## config.mk

```make
export PLATFORM = sky130hd
export DESIGN_NAME = matrix_keypad_press_decoder_unit
export DESIGN_NICKNAME = d
export VERILOG_FILES = /design/src/mkpd_pkg.sv /design/src/matrix_keypad_press_decoder_unit.sv /design/src/mkpd_scan_decode.sv /design/src/mkpd_key_ram.sv
export SDC_FILE = /design/constraint.sdc
export NUM_CORES = 1
export LEC_CHECK = 0
export CAP_MARGIN = 25
export CORE_UTILIZATION = 48
export DETAILED_ROUTE_END_ITERATION = 16
export DONT_BUFFER_PORTS = 1
export GPL_TIMING_DRIVEN = 0
export PLACE_DENSITY = 0.7
export SETUP_SLACK_MARGIN = 0.4
export SYNTH_ARGS = -nofsm -noshare
export SYNTH_HDL_FRONTEND = slang
export SYNTH_HIERARCHICAL = 1
export SYNTH_SLANG_ARGS = --single-unit
```

## constraint.sdc

```tcl
create_clock -name clock -period 7.4 [get_ports clock]
set_clock_uncertainty 0.05 [all_clocks]
set_input_delay 2.22 -clock clock [delete_from_list [all_inputs] [get_ports clock]]
set_output_delay 2.22 -clock clock [all_outputs]
set_load 0.05 [all_outputs]
```

## src/mkpd_pkg.sv

```systemverilog
// shared types, constants and key table for the keypad press decoder
package mkpd_pkg;

   localparam int BUFFER_SIZE = 32;
   localparam int CNT_W       = $clog2(BUFFER_SIZE + 1);
   localparam int ADDR_W      = $clog2(BUFFER_SIZE);

   localparam logic [1:0] FUNC_SCAN  = 2'd0;
   localparam logic [1:0] FUNC_FLUSH = 2'd1;
   localparam logic [1:0] FUNC_READ  = 2'd2;

   typedef logic [6:0] char_type;

   localparam char_type SPACE_CHAR = 7'd32;

   typedef struct packed {
      logic     seen;
      char_type key;
   } scan_result_type;

   function automatic char_type key_lookup(input logic [1:0] row, input logic [1:0] col);
      char_type ch;
      unique case ({row, col})
         4'h0: ch = 7'h31;  // '1'
         4'h1: ch = 7'h32;  // '2'
         4'h2: ch = 7'h33;  // '3'
         4'h3: ch = 7'h41;  // 'A'
         4'h4: ch = 7'h34;  // '4'
         4'h5: ch = 7'h35;  // '5'
         4'h6: ch = 7'h36;  // '6'
         4'h7: ch = 7'h42;  // 'B'
         4'h8: ch = 7'h37;  // '7'
         4'h9: ch = 7'h38;  // '8'
         4'hA: ch = 7'h39;  // '9'
         4'hB: ch = 7'h43;  // 'C'
         4'hC: ch = 7'h2A;  // '*'
         4'hD: ch = 7'h30;  // '0'
         4'hE: ch = 7'h23;  // '#'
         4'hF: ch = 7'h44;  // 'D'
      endcase
      return ch;
   endfunction

endpackage

```

## src/matrix_keypad_press_decoder_unit.sv

```systemverilog
// top level of the 4x4 keypad press decoder with key buffer
//
//   channel | direction | ports
//   req     | in        | req_valid, req_stall, req_func, req_row_levels, req_read_index
//   rsp     | out       | rsp_valid, rsp_stall, rsp_key_char .. rsp_entry_char
//
// one beat per cycle sustained while rsp_stall is low; a beat's response is valid once it has passed
// the input register with buffer read and then the result register
// reset clears the count, sets the last char to space and all row levels to released;
// buffer entries at or above the count read as zero, so the memory needs no clearing
// rsp_stall holds the result register and backs up into req_stall only when both stages are full
module matrix_keypad_press_decoder_unit
   import mkpd_pkg::*;
(
   input  logic        clock,
   input  logic        reset,
   input  logic        req_valid,
   output logic        req_stall,
   input  logic [1:0]  req_func,
   input  logic [15:0] req_row_levels,
   input  logic [4:0]  req_read_index,
   output logic        rsp_valid,
   input  logic        rsp_stall,
   output logic [6:0]  rsp_key_char,
   output logic        rsp_key_seen,
   output logic        rsp_stored,
   output logic [6:0]  rsp_last_char,
   output logic [5:0]  rsp_key_count,
   output logic [6:0]  rsp_entry_char
);

   // input stage
   logic        s1_vld_ff, s1_vld_in;
   logic [1:0]  s1_func_ff;
   logic [15:0] s1_levels_ff;
   logic [4:0]  s1_index_ff;

   // block state
   logic [15:0]      prev_levels_ff, prev_levels_in;
   logic [CNT_W-1:0] count_ff, count_in;
   char_type         recent_ff, recent_in;

   // result register
   logic       rsp_valid_ff, rsp_valid_in;
   char_type   key_ff, key_in;
   logic       seen_ff, seen_in;
   logic       stored_ff, stored_in;
   char_type   last_ff;
   logic [5:0] cnt_out_ff;
   char_type   entry_ff, entry_in;

   logic            accept, advance;
   scan_result_type scan;
   logic            wr_en;
   char_type        rd_data;

   assign advance   = s1_vld_ff && (!rsp_valid_ff || !rsp_stall);
   assign req_stall = s1_vld_ff && !advance;
   assign accept    = req_valid && !req_stall;

   mkpd_scan_decode u_decode (
      .prev_levels (prev_levels_ff),
      .cur_levels  (s1_levels_ff),
      .result      (scan)
   );

   assign wr_en = advance && (s1_func_ff == FUNC_SCAN) && scan.seen
                  && (count_ff < CNT_W'(BUFFER_SIZE));

   mkpd_key_ram u_ram (
      .clock   (clock),
      .wr_en   (wr_en),
      .wr_addr (count_ff[ADDR_W-1:0]),
      .wr_data (scan.key),
      .rd_en   (accept),
      .rd_addr (req_read_index[ADDR_W-1:0]),
      .rd_data (rd_data)
   );

   always_comb begin
      prev_levels_in = prev_levels_ff;
      count_in       = count_ff;
      recent_in      = recent_ff;
      key_in         = '0;
      seen_in        = 1'b0;
      stored_in      = 1'b0;
      entry_in       = '0;
      unique case (s1_func_ff)
         FUNC_SCAN: begin
            prev_levels_in = s1_levels_ff;
            if (scan.seen) begin
               key_in    = scan.key;
               seen_in   = 1'b1;
               recent_in = scan.key;
               if (count_ff < CNT_W'(BUFFER_SIZE)) begin
                  count_in  = count_ff + CNT_W'(1);
                  stored_in = 1'b1;
               end
            end
         end
         FUNC_FLUSH: begin
            count_in  = '0;
            recent_in = SPACE_CHAR;
         end
         FUNC_READ: begin
            // entries past the fill count were not written since the last flush
            if ({1'b0, s1_index_ff} < count_ff) begin
               entry_in = rd_data;
            end
         end
         default: begin
         end
      endcase
   end

   always_comb begin
      s1_vld_in = s1_vld_ff;
      if (accept) begin
         s1_vld_in = 1'b1;
      end else if (advance) begin
         s1_vld_in = 1'b0;
      end
   end

   assign rsp_valid_in = advance || (rsp_valid_ff && rsp_stall);

   always_ff @(posedge clock) begin
      if (reset) begin
         s1_vld_ff      <= 1'b0;
         rsp_valid_ff   <= 1'b0;
         prev_levels_ff <= '1;
         count_ff       <= '0;
         recent_ff      <= SPACE_CHAR;
      end else begin
         s1_vld_ff    <= s1_vld_in;
         rsp_valid_ff <= rsp_valid_in;
         if (advance) begin
            prev_levels_ff <= prev_levels_in;
            count_ff       <= count_in;
            recent_ff      <= recent_in;
         end
      end
   end

   always_ff @(posedge clock) begin
      if (accept) begin
         s1_func_ff   <= req_func;
         s1_levels_ff <= req_row_levels;
         s1_index_ff  <= req_read_index;
      end
      if (advance) begin
         key_ff     <= key_in;
         seen_ff    <= seen_in;
         stored_ff  <= stored_in;
         last_ff    <= recent_in;
         cnt_out_ff <= 6'(count_in);
         entry_ff   <= entry_in;
      end
   end

   assign rsp_valid      = rsp_valid_ff;
   assign rsp_key_char   = key_ff;
   assign rsp_key_seen   = seen_ff;
   assign rsp_stored     = stored_ff;
   assign rsp_last_char  = last_ff;
   assign rsp_key_count  = cnt_out_ff;
   assign rsp_entry_char = entry_ff;

endmodule

```

## src/mkpd_scan_decode.sv

```systemverilog
// falling-edge detection per row and key lookup for one scan
module mkpd_scan_decode
   import mkpd_pkg::*;
(
   input  logic [15:0]     prev_levels,
   input  logic [15:0]     cur_levels,
   output scan_result_type result
);

   always_comb begin
      logic [3:0] fell;
      logic [1:0] col;
      logic       one_col;
      result = '0;
      for (int r = 0; r < 4; r++) begin
         fell    = prev_levels[4*r +: 4] & ~cur_levels[4*r +: 4];
         col     = 2'd0;
         one_col = 1'b1;
         unique case (fell)
            4'b0001: col = 2'd0;
            4'b0010: col = 2'd1;
            4'b0100: col = 2'd2;
            4'b1000: col = 2'd3;
            default: one_col = 1'b0;
         endcase
         // higher rows override lower ones
         if (one_col) begin
            result.seen = 1'b1;
            result.key  = key_lookup(2'(r), col);
         end
      end
   end

endmodule

```

## src/mkpd_key_ram.sv

```systemverilog
// key buffer memory, one write and one registered read port
module mkpd_key_ram
   import mkpd_pkg::*;
(
   input  logic              clock,
   input  logic              wr_en,
   input  logic [ADDR_W-1:0] wr_addr,
   input  char_type          wr_data,
   input  logic              rd_en,
   input  logic [ADDR_W-1:0] rd_addr,
   output char_type          rd_data
);

   char_type mem_ff [BUFFER_SIZE];
   char_type rd_data_ff;

   always_ff @(posedge clock) begin
      if (wr_en) begin
         mem_ff[wr_addr] <= wr_data;
      end
   end

   // write-first so a read issued alongside a write sees the new key
   always_ff @(posedge clock) begin
      if (rd_en) begin
         if (wr_en && (wr_addr == rd_addr)) begin
            rd_data_ff <= wr_data;
         end else begin
            rd_data_ff <= mem_ff[rd_addr];
         end
      end
   end

   assign rd_data = rd_data_ff;

endmodule

```

==> flow_metrics.py, run 1 <==
metrics = {
    "clock_network": {
        "clkLatencyLatePin_ns": 0.58,
        "cts_buffers": 31,
        "cts_root_buffer": "clkbuf_16",
        "clock-sinks": 314,
        "cts_buffer_depth": 3,
        "cts_tree": "yes",
        "holdBufCountCts": 0,
        "ctsResizeCount": 0,
        "h-tree-depth": 1,
        "cts_setup_buffers": 0,
        "clk_transition_reported_paths_ns": 0.06,
    },
    "sta": {
        "finalHoldViolCount": 0,
        "fin_crit_sh": 0.682,
        "max_slew_margin": 0.329,
        "max_freq_mhz": 198,
        "tns_ns": 0,
        "post-route-min-period_ns": 5.05,
        "setup_viol": 0,
        "rsz0062_at_grt": "false",
        "slew_viol_final": 0,
        "tightest_slew_ns": 1.00,
    },
    "floorplan": {
        "ios": 58,
        "die_w_um": 170,
        "rows": 61,
        "fp.dieH_um": 170,
        "core_area_mm2": 0.0277,
        "initial_core_util": 0.487,
        "dieArea_mm2": 0.0288,
    },
    "setup_path": {
        "cp_slowest_cell": "and3_1",
        "worst_setup_path_start_kind": "input port",
        "crit_family": "simple AND/OR/NAND/NOR gates",
        "r2r_start": "s1_levels_ff[15]",
        "crit_cells": 1,
        "critPathBufInv": 0,
        "rr_worst_depth": 10,
        "crit_path_start": "rsp_stall",
        "cp.arrival_ns": 2.78,
        "critPathCapture": "req_stall",
        "cp_max_fo": 3,
        "worstPathCellList": "and3_1",
        "r2r_end": "u_ram/mem_ff[24][5]",
        "rrSetupSlack_ns": 3.07,
        "crit_path_end_kind": "output port",
        "worstPathRequired_ns": 5.13,
        "critPathKind": "input port to output port",
        "max_stage_delay_ns": 0.56,
    },
    "synthesis": {
        "syn_inst": 885,
        "yosysWarnings": 6,
        "synth-edff-count": 283,
        "ys_types": 79,
        "yosysSeqAreaShare": 0.676,
        "synthXorXnorAreaFrac": 0.0104,
        "ys_ff_latch": 314,
        "synth_area_mm2": 0.0135,
        "avgSynthCellArea_um2": 15.3,
        "synth_nets": 923,
        "yosys.area_share.simple": 0.110,
        "yosys_most_used_dff": "edfxtp_1",
        "async_flop_share": 0,
        "synth_top_family_by_area": "simple AND/OR/NAND/NOR gates",
        "synth_adder_area_share": 0.0102,
        "synth_compound_area_frac": 0.0657,
        "yosys-mux-area-fraction": 0.103,
    },
    "route": {
        "wirelength_um": 29100,
        "ant_nets": 0,
        "drc": 0,
        "first_pass_iters": 5,
        "drtIter0Drc": 711,
        "vias": 7673,
        "wire_per_inst_um": 22.0,
        "viasPerCell": 5.79,
    },
    "power": {
        "power.total_mw": 3.97,
        "powerDensity_mw_per_mm2": 262,
        "irDropWorstVdd_v": 0.000181,
        "p_leak_nw": 5.21,
    },
    "finish": {
        "final_common_cell": "edfxtp_1",
        "drive_gt1_frac": 0.138,
        "final_nets": 960,
        "final_cell_mix": "edfxtp_1 (283), nor2_1 (79), nand2_1 (56)",
        "area_delta_synth_final_pct": 12.4,
        "diodes": 0,
    },
    "place": {
        "finalWeightedCongestion": 0.868,
        "io_buffers": 0,
        "dp_hpwl_um": 18800,
    },
    "status": {
        "run_status": "finished, final reports clean",
    },
    "global_routing": {
        "grt_util_all_layers": 0.204,
        "overflow": 0,
        "grt_max_degree": 39,
        "grt_pass1_vias": 7391,
        "grt_antenna_before_repair": 0,
        "grt_pass1_wl_um": 44100,
    },
    "run": {
        "cap_violations": 0,
    },
    "hold_path": {
        "hp-class": "flip-flop to flip-flop",
    },
}
==> kinds of logic after synthesis <==
| family | Yosys count |
|---|---|
| compound gates | 121 |
| xor+xnor | 16 |
| fa+ha+maj | 11 |
| buf+inv | 60 |
| flops | 314 |
| mux | 85 |
| simple gates | 278 |
==> report_power, final <==
part           leakage, nW  total, mW  switching [mW]  internal [mW]
Combinational         1.86      0.364           0.240          0.124
Sequential            2.85       2.06          0.0420           2.02
Clock                0.496       1.54           0.659          0.883
Total                 5.21       3.97           0.940           3.03
==> metal layers <==
layer | vias up | wire, um | GRT usage
met5 | - | 0 | 0
met4 | 0 | 782 | 0.0627
met3 | 54 | 2000 | 0.0345
met2 | 281 | 13600 | 0.330
met1 | 3822 | 12700 | 0.281
li1 | 3516 | - | -
==> final cells by class <==
type                    count  area (um^2)
repair buffers              4         97.6
flip-flops and latches    314         9120
clock buffers              41          853
clock inverters            17          155
inverters                  14         52.6
multi-input cells         511         4130
well taps                 378          473
plain buffers              46          289
fillers                  2152        12500
==> metrics by stage <==
| stage | instance area, um^2 | cells | utilization | hold slack (ns) | worst slack [ns] |
|---|---|---|---|---|---|
| final | 15200 | 1325 | 0.548 | 0.411 | 2.35 |
| after global routing | 15200 | 1325 | 0.548 | 0.455 | 2.34 |
| after CTS | 15200 | 1325 | 0.548 | 0.411 | 2.34 |
| after detailed placement | 14200 | 1267 | 0.511 | 0.395 | 2.24 |
| after global placement | 14000 | 1263 | 0.504 | 0.390 | 1.42 |
| after floorplan | 13500 | 885 | - | 0.379 | 2.43 |
==> sequential cells by signal, summed over array words and instances, names as in the netlist, 2 cells and up <==
name            cells
s1_index_ff         5
u_ram/rd_data       7
s1_levels_ff       16
rsp_key_char        7
rsp_key_count       6
count_ff            6
prev_levels_ff     16
s1_func_ff          2
u_ram/mem_ff      224
recent_ff           7
rsp_last_char       7
rsp_entry_char      7
==> worst min path at each step <==
stage	depth (start not counted)	startpoint	slack, ns	end
after CTS	2	prev_levels_ff[9]	0.41	prev_levels_ff[9]
final	2	prev_levels_ff[9]	0.41	prev_levels_ff[9]
after detailed placement	2	prev_levels_ff[9]	0.40	prev_levels_ff[9]
after global placement	2	prev_levels_ff[10]	0.39	prev_levels_ff[10]
after floorplan	2	prev_levels_ff[10]	0.38	prev_levels_ff[10]
after global routing	2	prev_levels_ff[5]	0.46	prev_levels_ff[5]
==> cell usage after synthesis, types with 8 or more instances <==
library cell / instances / share of area
a211oi_1: 14 / 0.0078
clkbuf_1: 19 / 0.0053
mux2i_1: 42 / 0.031
nor3_1: 9 / 0.0033
nor2b_1: 27 / 0.013
mux4_1: 22 / 0.043
mux4_2: 13 / 0.022
dfxtp_1: 31 / 0.046
nand3_1: 19 / 0.0070
xnor2_1: 10 / 0.0065
o21ai_0: 17 / 0.0063
nand2_1: 56 / 0.016
and3_1: 8 / 0.0037
a21oi_1: 23 / 0.0085
nand3b_1: 22 / 0.012
ha_1: 11 / 0.010
nand2b_1: 17 / 0.0079
nor2_1: 79 / 0.022
edfxtp_1: 283 / 0.63
inv_1: 14 / 0.0039
buf_2: 14 / 0.0052
(Power assumes the default switching activity.)
==> run 2: changes to the inputs <==
PLACE_DENSITY = 0.72   (was 0.7)
clock period = 4.6 ns   (was 7.4 ns; I/O delays follow)
==> run 2 against run 1 <==
Effect of this change: sequential cell count is the same; routed wire length shrank 2.1%; power grew 58%; combinational power grew 66%.
==> flow_metrics.py, run 2 (synthesis results as in run 1) <==
metrics = {
    "floorplan": {
        "dieArea_mm2": 0.0288,
        "ios": 58,
        "fp.dieH_um": 170,
        "initial_core_util": 0.487,
        "core_area_mm2": 0.0277,
        "die_w_um": 170,
        "rows": 61,
    },
    "setup_path": {
        "cp.arrival_ns": 4.26,
        "critPathKind": "flip-flop to flip-flop",
        "cp_max_fo": 10,
        "critPathBufInv": 1,
        "rrSetupSlack_ns": 0.48,
        "cpMostUsedCell": "nor2_1",
        "worstPathCellList": "nand2b_1 -> nor4_2 -> a311o_1 -> nor3_1 -> nand4_1 -> clkbuf_2 -> nor2b_1 -> nand2_1 -> nor2_1 -> nand3b_1 -> nor2_1",
        "worst_setup_path_start_kind": "flip-flop",
        "r2r_end": "u_ram/mem_ff[26][3]",
        "r2r_start": "s1_levels_ff[3]",
        "crit_path_end_kind": "flip-flop",
        "crit_family": "simple AND/OR/NAND/NOR gates",
        "cp_slowest_cell": "nor2_1",
        "max_stage_delay_ns": 0.78,
        "worstPathRequired_ns": 4.74,
        "rr_worst_depth": 11,
    },
    "power": {
        "irDropWorstVdd_v": 0.000269,
        "powerDensity_mw_per_mm2": 412,
        "p_leak_nw": 5.20,
    },
    "hold_path": {
        "hp-class": "flip-flop to flip-flop",
        "hp-start": "prev_levels_ff[10]",
        "min_path_cells": 2,
        "holdPathEnd": "prev_levels_ff[10]",
    },
    "sta": {
        "post-route-min-period_ns": 4.12,
        "tightest_slew_ns": 1.02,
        "setup_viol": 0,
        "slew_viol_final": 0,
        "finalHoldViolCount": 0,
        "fin_crit_sh": 0.895,
        "max_slew_margin": 0.321,
        "max_freq_mhz": 243,
        "rsz0062_at_grt": "true",
        "tns_ns": 0,
        "fin_ws_ns": 0.482,
    },
    "route": {
        "wirelength_um": 28500,
        "viasPerCell": 5.83,
        "ant_nets": 0,
        "wire_per_inst_um": 21.5,
        "drtIter0Drc": 758,
        "drc": 0,
        "first_pass_iters": 5,
        "vias": 7725,
    },
    "finish": {
        "final_nets": 961,
        "top_regs": "u_ram/mem_ff: 224 flops, prev_levels_ff: 16 flops, s1_levels_ff: 16 flops",
        "drive_gt1_frac": 0.153,
        "regMostFlops": "u_ram/mem_ff",
        "diodes": 0,
        "final_cell_mix": "edfxtp_1 (283), nor2_1 (61), nand2_1 (56)",
        "largest_register_ffs": 224,
        "final_common_cell": "edfxtp_1",
        "area_delta_synth_final_pct": 12.9,
    },
    "clock_network": {
        "clkLatencyLatePin_ns": 0.56,
        "h-tree-depth": 1,
        "holdBufCountCts": 0,
        "cts_buffer_depth": 3,
        "clk_transition_reported_paths_ns": 0.06,
        "cts_tree": "yes",
        "cts_root_buffer": "clkbuf_16",
        "cts_buffers": 30,
        "clock-sinks": 314,
    },
    "run": {
        "cap_violations": 0,
    },
    "place": {
        "io_buffers": 0,
        "pre_cts_slack_ns": 0.354,
        "dp_hpwl_um": 18700,
        "finalWeightedCongestion": 0.852,
    },
    "global_routing": {
        "grt_max_degree": 39,
        "grt_antenna_before_repair": 0,
        "grt_pass1_wl_um": 42900,
        "grt_pass1_vias": 7345,
        "overflow": 0,
        "grt_util_all_layers": 0.198,
    },
    "status": {
        "run_status": "finished, final reports clean",
    },
}
==> run 2: worst max-delay path by stage <==
stage	start	end	slack, ns	cells after the start
floorplan	s1_levels_ff[2]	recent_ff[4]	0.90	11
global placement	s1_levels_ff[2]	u_ram/mem_ff[18][4]	-1.30	8
detailed placement	rsp_stall	u_ram/mem_ff[16][1]	0.35	7
CTS	s1_levels_ff[3]	u_ram/mem_ff[20][3]	0.40	12
global route	s1_levels_ff[12]	u_ram/mem_ff[26][3]	0.22	10
finish	s1_levels_ff[3]	u_ram/mem_ff[26][3]	0.48	11
==> run 2: what timing repair did <==
| item | in CTS | in global routing |
|---|---|---|
| gates resized for setup | 1 | 28 |
| endpoints found under the setup margin | 1 | 191 |
| buffers inserted | 0 | 0 |
==> run 2: area by class of cell <==
cell class / instances / area [um^2]
Buffer: 46 / 290
Clock buffer: 41 / 812
Clock inverter: 14 / 133
Fill cell: 2154 / 12500
Inverter: 14 / 52.6
Multi-Input combinational cell: 511 / 4210
Sequential cell: 314 / 9120
Tap cell: 378 / 473
Timing Repair Buffer: 6 / 153
==> run 2: layer usage <==
| metal | share of wire | track usage | vias up |
|---|---|---|---|
| met5 | 0 | 0 | - |
| met4 | 0.019 | 0.0529 | 0 |
| met3 | 0.076 | 0.0415 | 49 |
| met2 | 0.47 | 0.323 | 296 |
| met1 | 0.43 | 0.268 | 3857 |
| li1 | - | - | 3523 |
==> run 2: worst min-delay path: cells and delay by family, from the launching register on <==
family        cells  cell delay [ns]
simple gates      2             0.12
flops             1             0.32
==> run 2: stage by stage <==
| stage | util | hold WS, ns | cells | power, mW | cell area [um^2] |
|---|---|---|---|---|---|
| final | 0.550 | 0.419 | 1324 | 6.28 | 15200 |
| after CTS | 0.547 | 0.420 | 1324 | 6.31 | 15200 |
| after global placement | 0.504 | 0.390 | 1263 | 3.89 | 14000 |
| after floorplan | - | 0.379 | 885 | 3.72 | 13500 |
| after global routing | 0.550 | 0.434 | 1324 | 6.47 | 15200 |
| after detailed placement | 0.513 | 0.403 | 1269 | 3.98 | 14200 |
==> run 2: where the power goes <==
part           internal [mW]  switching, mW  total (mW)
logic                  0.219          0.387       0.606
registers               3.25         0.0675        3.32
clock network           1.35           1.00        2.35
==> run 3: changes to the inputs <==
PLACE_DENSITY = 0.7   (was 0.72)
SYNTH_HIERARCHICAL = unset   (was 1)
==> run 3 against run 2 <==
Effect of this change: the run now ends with design-rule violations left; sequential cell count unchanged; register-to-register slack improved by 0.04 ns; critical path depth shrank 5; setup slack lost 0.10 ns; count of clock-buffer cells in the layout shrank 2; via count down 11%; sequential power hardly changed; fmax decreased by 2.5%; final cell count decreased by 12%; non-clock buffer count shrank 9; critical path type is now input port to flip-flop; critical endpoint is now u_ram.mem_ff[17][4]; largest power group unchanged.
==> flow_metrics.py, run 3 <==
metrics = {
    "status": {
        "run_status": "finished with violations",
        "violations": "design-rule violations",
    },
    "clock_network": {
        "cts_buffers": 34,
        "clock-sinks": 314,
        "cts_root_buffer": "clkbuf_16",
        "cts_setup_buffers": 0,
        "cts_buffer_depth": 3,
        "clkLatencyLatePin_ns": 0.52,
        "cts_tree": "yes",
        "clk_transition_reported_paths_ns": 0.06,
        "holdBufCountCts": 0,
        "h-tree-depth": 2,
    },
    "sta": {
        "setup_viol": 0,
        "slew_viol_final": 0,
        "tns_ns": 0,
        "fin_crit_sh": 0.918,
        "max_slew_margin": 0.323,
        "rsz0062_at_grt": "true",
        "max_freq_mhz": 237,
        "tightest_slew_ns": 1.01,
        "post-route-min-period_ns": 4.22,
        "finalHoldViolCount": 0,
    },
    "route": {
        "vias": 6908,
        "wire_per_inst_um": 23.8,
        "wirelength_um": 27700,
        "drtIter0Drc": 773,
        "ant_nets": 0,
        "drc": 8,
        "viasPerCell": 5.94,
        "first_pass_iters": 12,
    },
    "synthesis": {
        "synth_top_area_share": 0.657,
        "avgSynthCellArea_um2": 17.0,
        "yosysTopAreaCell": "edfxtp_1",
        "yosysMostFrequentCell": "edfxtp_1",
        "yosys_most_used_dff": "edfxtp_1",
        "async_flop_share": 0,
        "ys_ff_latch": 314,
        "synth-edff-count": 283,
        "yosys-top-cells-area": "edfxtp_1 (66%), mux4_2 (12%), dfxtp_1 (4.8%)",
        "synth_area_mm2": 0.0129,
        "yosysSeqAreaShare": 0.705,
        "synth_nets": 802,
        "ys_types": 60,
        "yosysWarnings": 0,
        "synth_commonest_cells": "edfxtp_1 (283), mux4_2 (70), nand2_1 (51), nor2_1 (51), nand3_1 (35)",
        "syn_inst": 762,
    },
    "finish": {
        "design_area_mm2": 0.0146,
        "final_common_cell": "edfxtp_1",
        "regMostFlops": "u_ram.mem_ff",
        "top_regs": "u_ram.mem_ff: 224 flops, prev_levels_ff: 16 flops, s1_levels_ff: 16 flops",
        "drive_gt1_frac": 0.196,
        "final_cell_mix": "edfxtp_1 (283), mux4_2 (70), nand2_1 (51)",
        "largest_register_ffs": 224,
        "diodes": 0,
        "final_nets": 844,
        "area_delta_synth_final_pct": 12.9,
    },
    "global_routing": {
        "grt_antenna_before_repair": 0,
        "grtUsageMet2": 0.328,
        "use_met1": 0.288,
        "grt_max_degree": 33,
        "use_met3": 0.0415,
        "grt_util_all_layers": 0.206,
        "grt-busiest-layer": "met2",
        "grt_pass1_wl_um": 42000,
        "overflow": 0,
        "grt_pass1_vias": 6855,
    },
    "power": {
        "power.total_mw": 6.39,
        "irDropWorstVdd_v": 0.000227,
        "p_leak_nw": 4.82,
        "powerDensity_mw_per_mm2": 437,
    },
    "place": {
        "dp_hpwl_um": 17800,
        "io_buffers": 0,
        "placed_area_mm2": 0.0134,
        "finalWeightedCongestion": 0.851,
    },
    "floorplan": {
        "die_w_um": 166,
        "ios": 58,
        "initial_core_util": 0.492,
        "rows": 59,
        "core_area_mm2": 0.0263,
        "fp.dieH_um": 166,
        "dieArea_mm2": 0.0276,
    },
    "setup_path": {
        "cp.arrival_ns": 4.31,
        "crit_path_end_kind": "flip-flop",
        "cp_max_fo": 17,
        "critPathKind": "input port to flip-flop",
        "worstPathRequired_ns": 4.69,
        "worst_setup_path_start_kind": "input port",
    },
    "hold_path": {
        "hp-class": "flip-flop to flip-flop",
    },
    "run": {
        "cap_violations": 0,
    },
}
==> run 3: layout make-up <==
cell class,count,area (um^2)
multi-input cells,392,3630
clock buffers,39,880
fillers,2021,11700
inverters,19,71.3
flip-flops and latches,314,9120
well taps,335,419
plain buffers,38,171
clock inverters,20,176
repair buffers,5,138
==> run 3: path summary, 6_finish.rpt <==
| path | from | endpoint | slack, ns | depth (start not counted) |
|---|---|---|---|---|
| max | rsp_stall | u_ram.mem_ff[17][4] | 0.38 | 6 |
| min | recent_ff[5] | recent_ff[5] | 0.40 | 2 |
| max reg2reg | rsp_valid | u_ram.mem_ff[17][4] | 0.52 | 6 |
| min reg2reg | recent_ff[5] | recent_ff[5] | 0.40 | 2 |
==> run 3: cells by family (layout without fill, tap and decap cells) <==
family	count (synthesis)	count (layout)	synth area share
DFF	314	314	0.705
and+or+nand+nor	204	204	0.0768
muxes	88	88	0.137
AOI/OAI and AO/OA	73	74	0.0417
buffers and inverters	57	121	0.0188
adders and majority gates	13	13	0.0126
xor gates and xnor gates	13	13	0.00880
==> run 3: critical path: stages <==
cell	delay (ns)
a21boi_4	0.48
nand2_1	0.21
nor2_1	0.46
clkbuf_1	0.47
nand3_1	0.57
nor2_1	0.74
==> run 3: stage by stage <==
stage               std cells  hold slack [ns]   util  worst slack, ns
finish                   1162            0.403  0.556            0.378
global route             1162            0.438  0.556            0.258
CTS                      1158            0.403  0.551            0.368
detailed placement       1098            0.394  0.510           -0.559
global placement         1097            0.391  0.509           -0.547
floorplan                 762            0.382      -            0.761
==> run 3: power by group <==
group          switching (mW)  leakage [nW]  internal [mW]
Sequential             0.0598          2.86           3.24
Clock                    1.12         0.510           1.45
Combinational           0.333          1.45          0.189
Total                    1.51          4.82           4.87
==> run 3: layer usage <==
layer  wire length, um  part of all wire  up-vias
met1             11800              0.42     3511
met4               636             0.023        0
met2             13200              0.48      269
met5                 0                 0        -
li1                  -                 -     3080
met3              2070             0.075       48
==> run 3: timing repair <==
| item | CTS | global route |
|---|---|---|
| cloned | 1 | 0 |
| setup endpoints to repair | 112 | 105 |
| gates resized for setup | 9 | 1 |
| pin swaps | 1 | 0 |
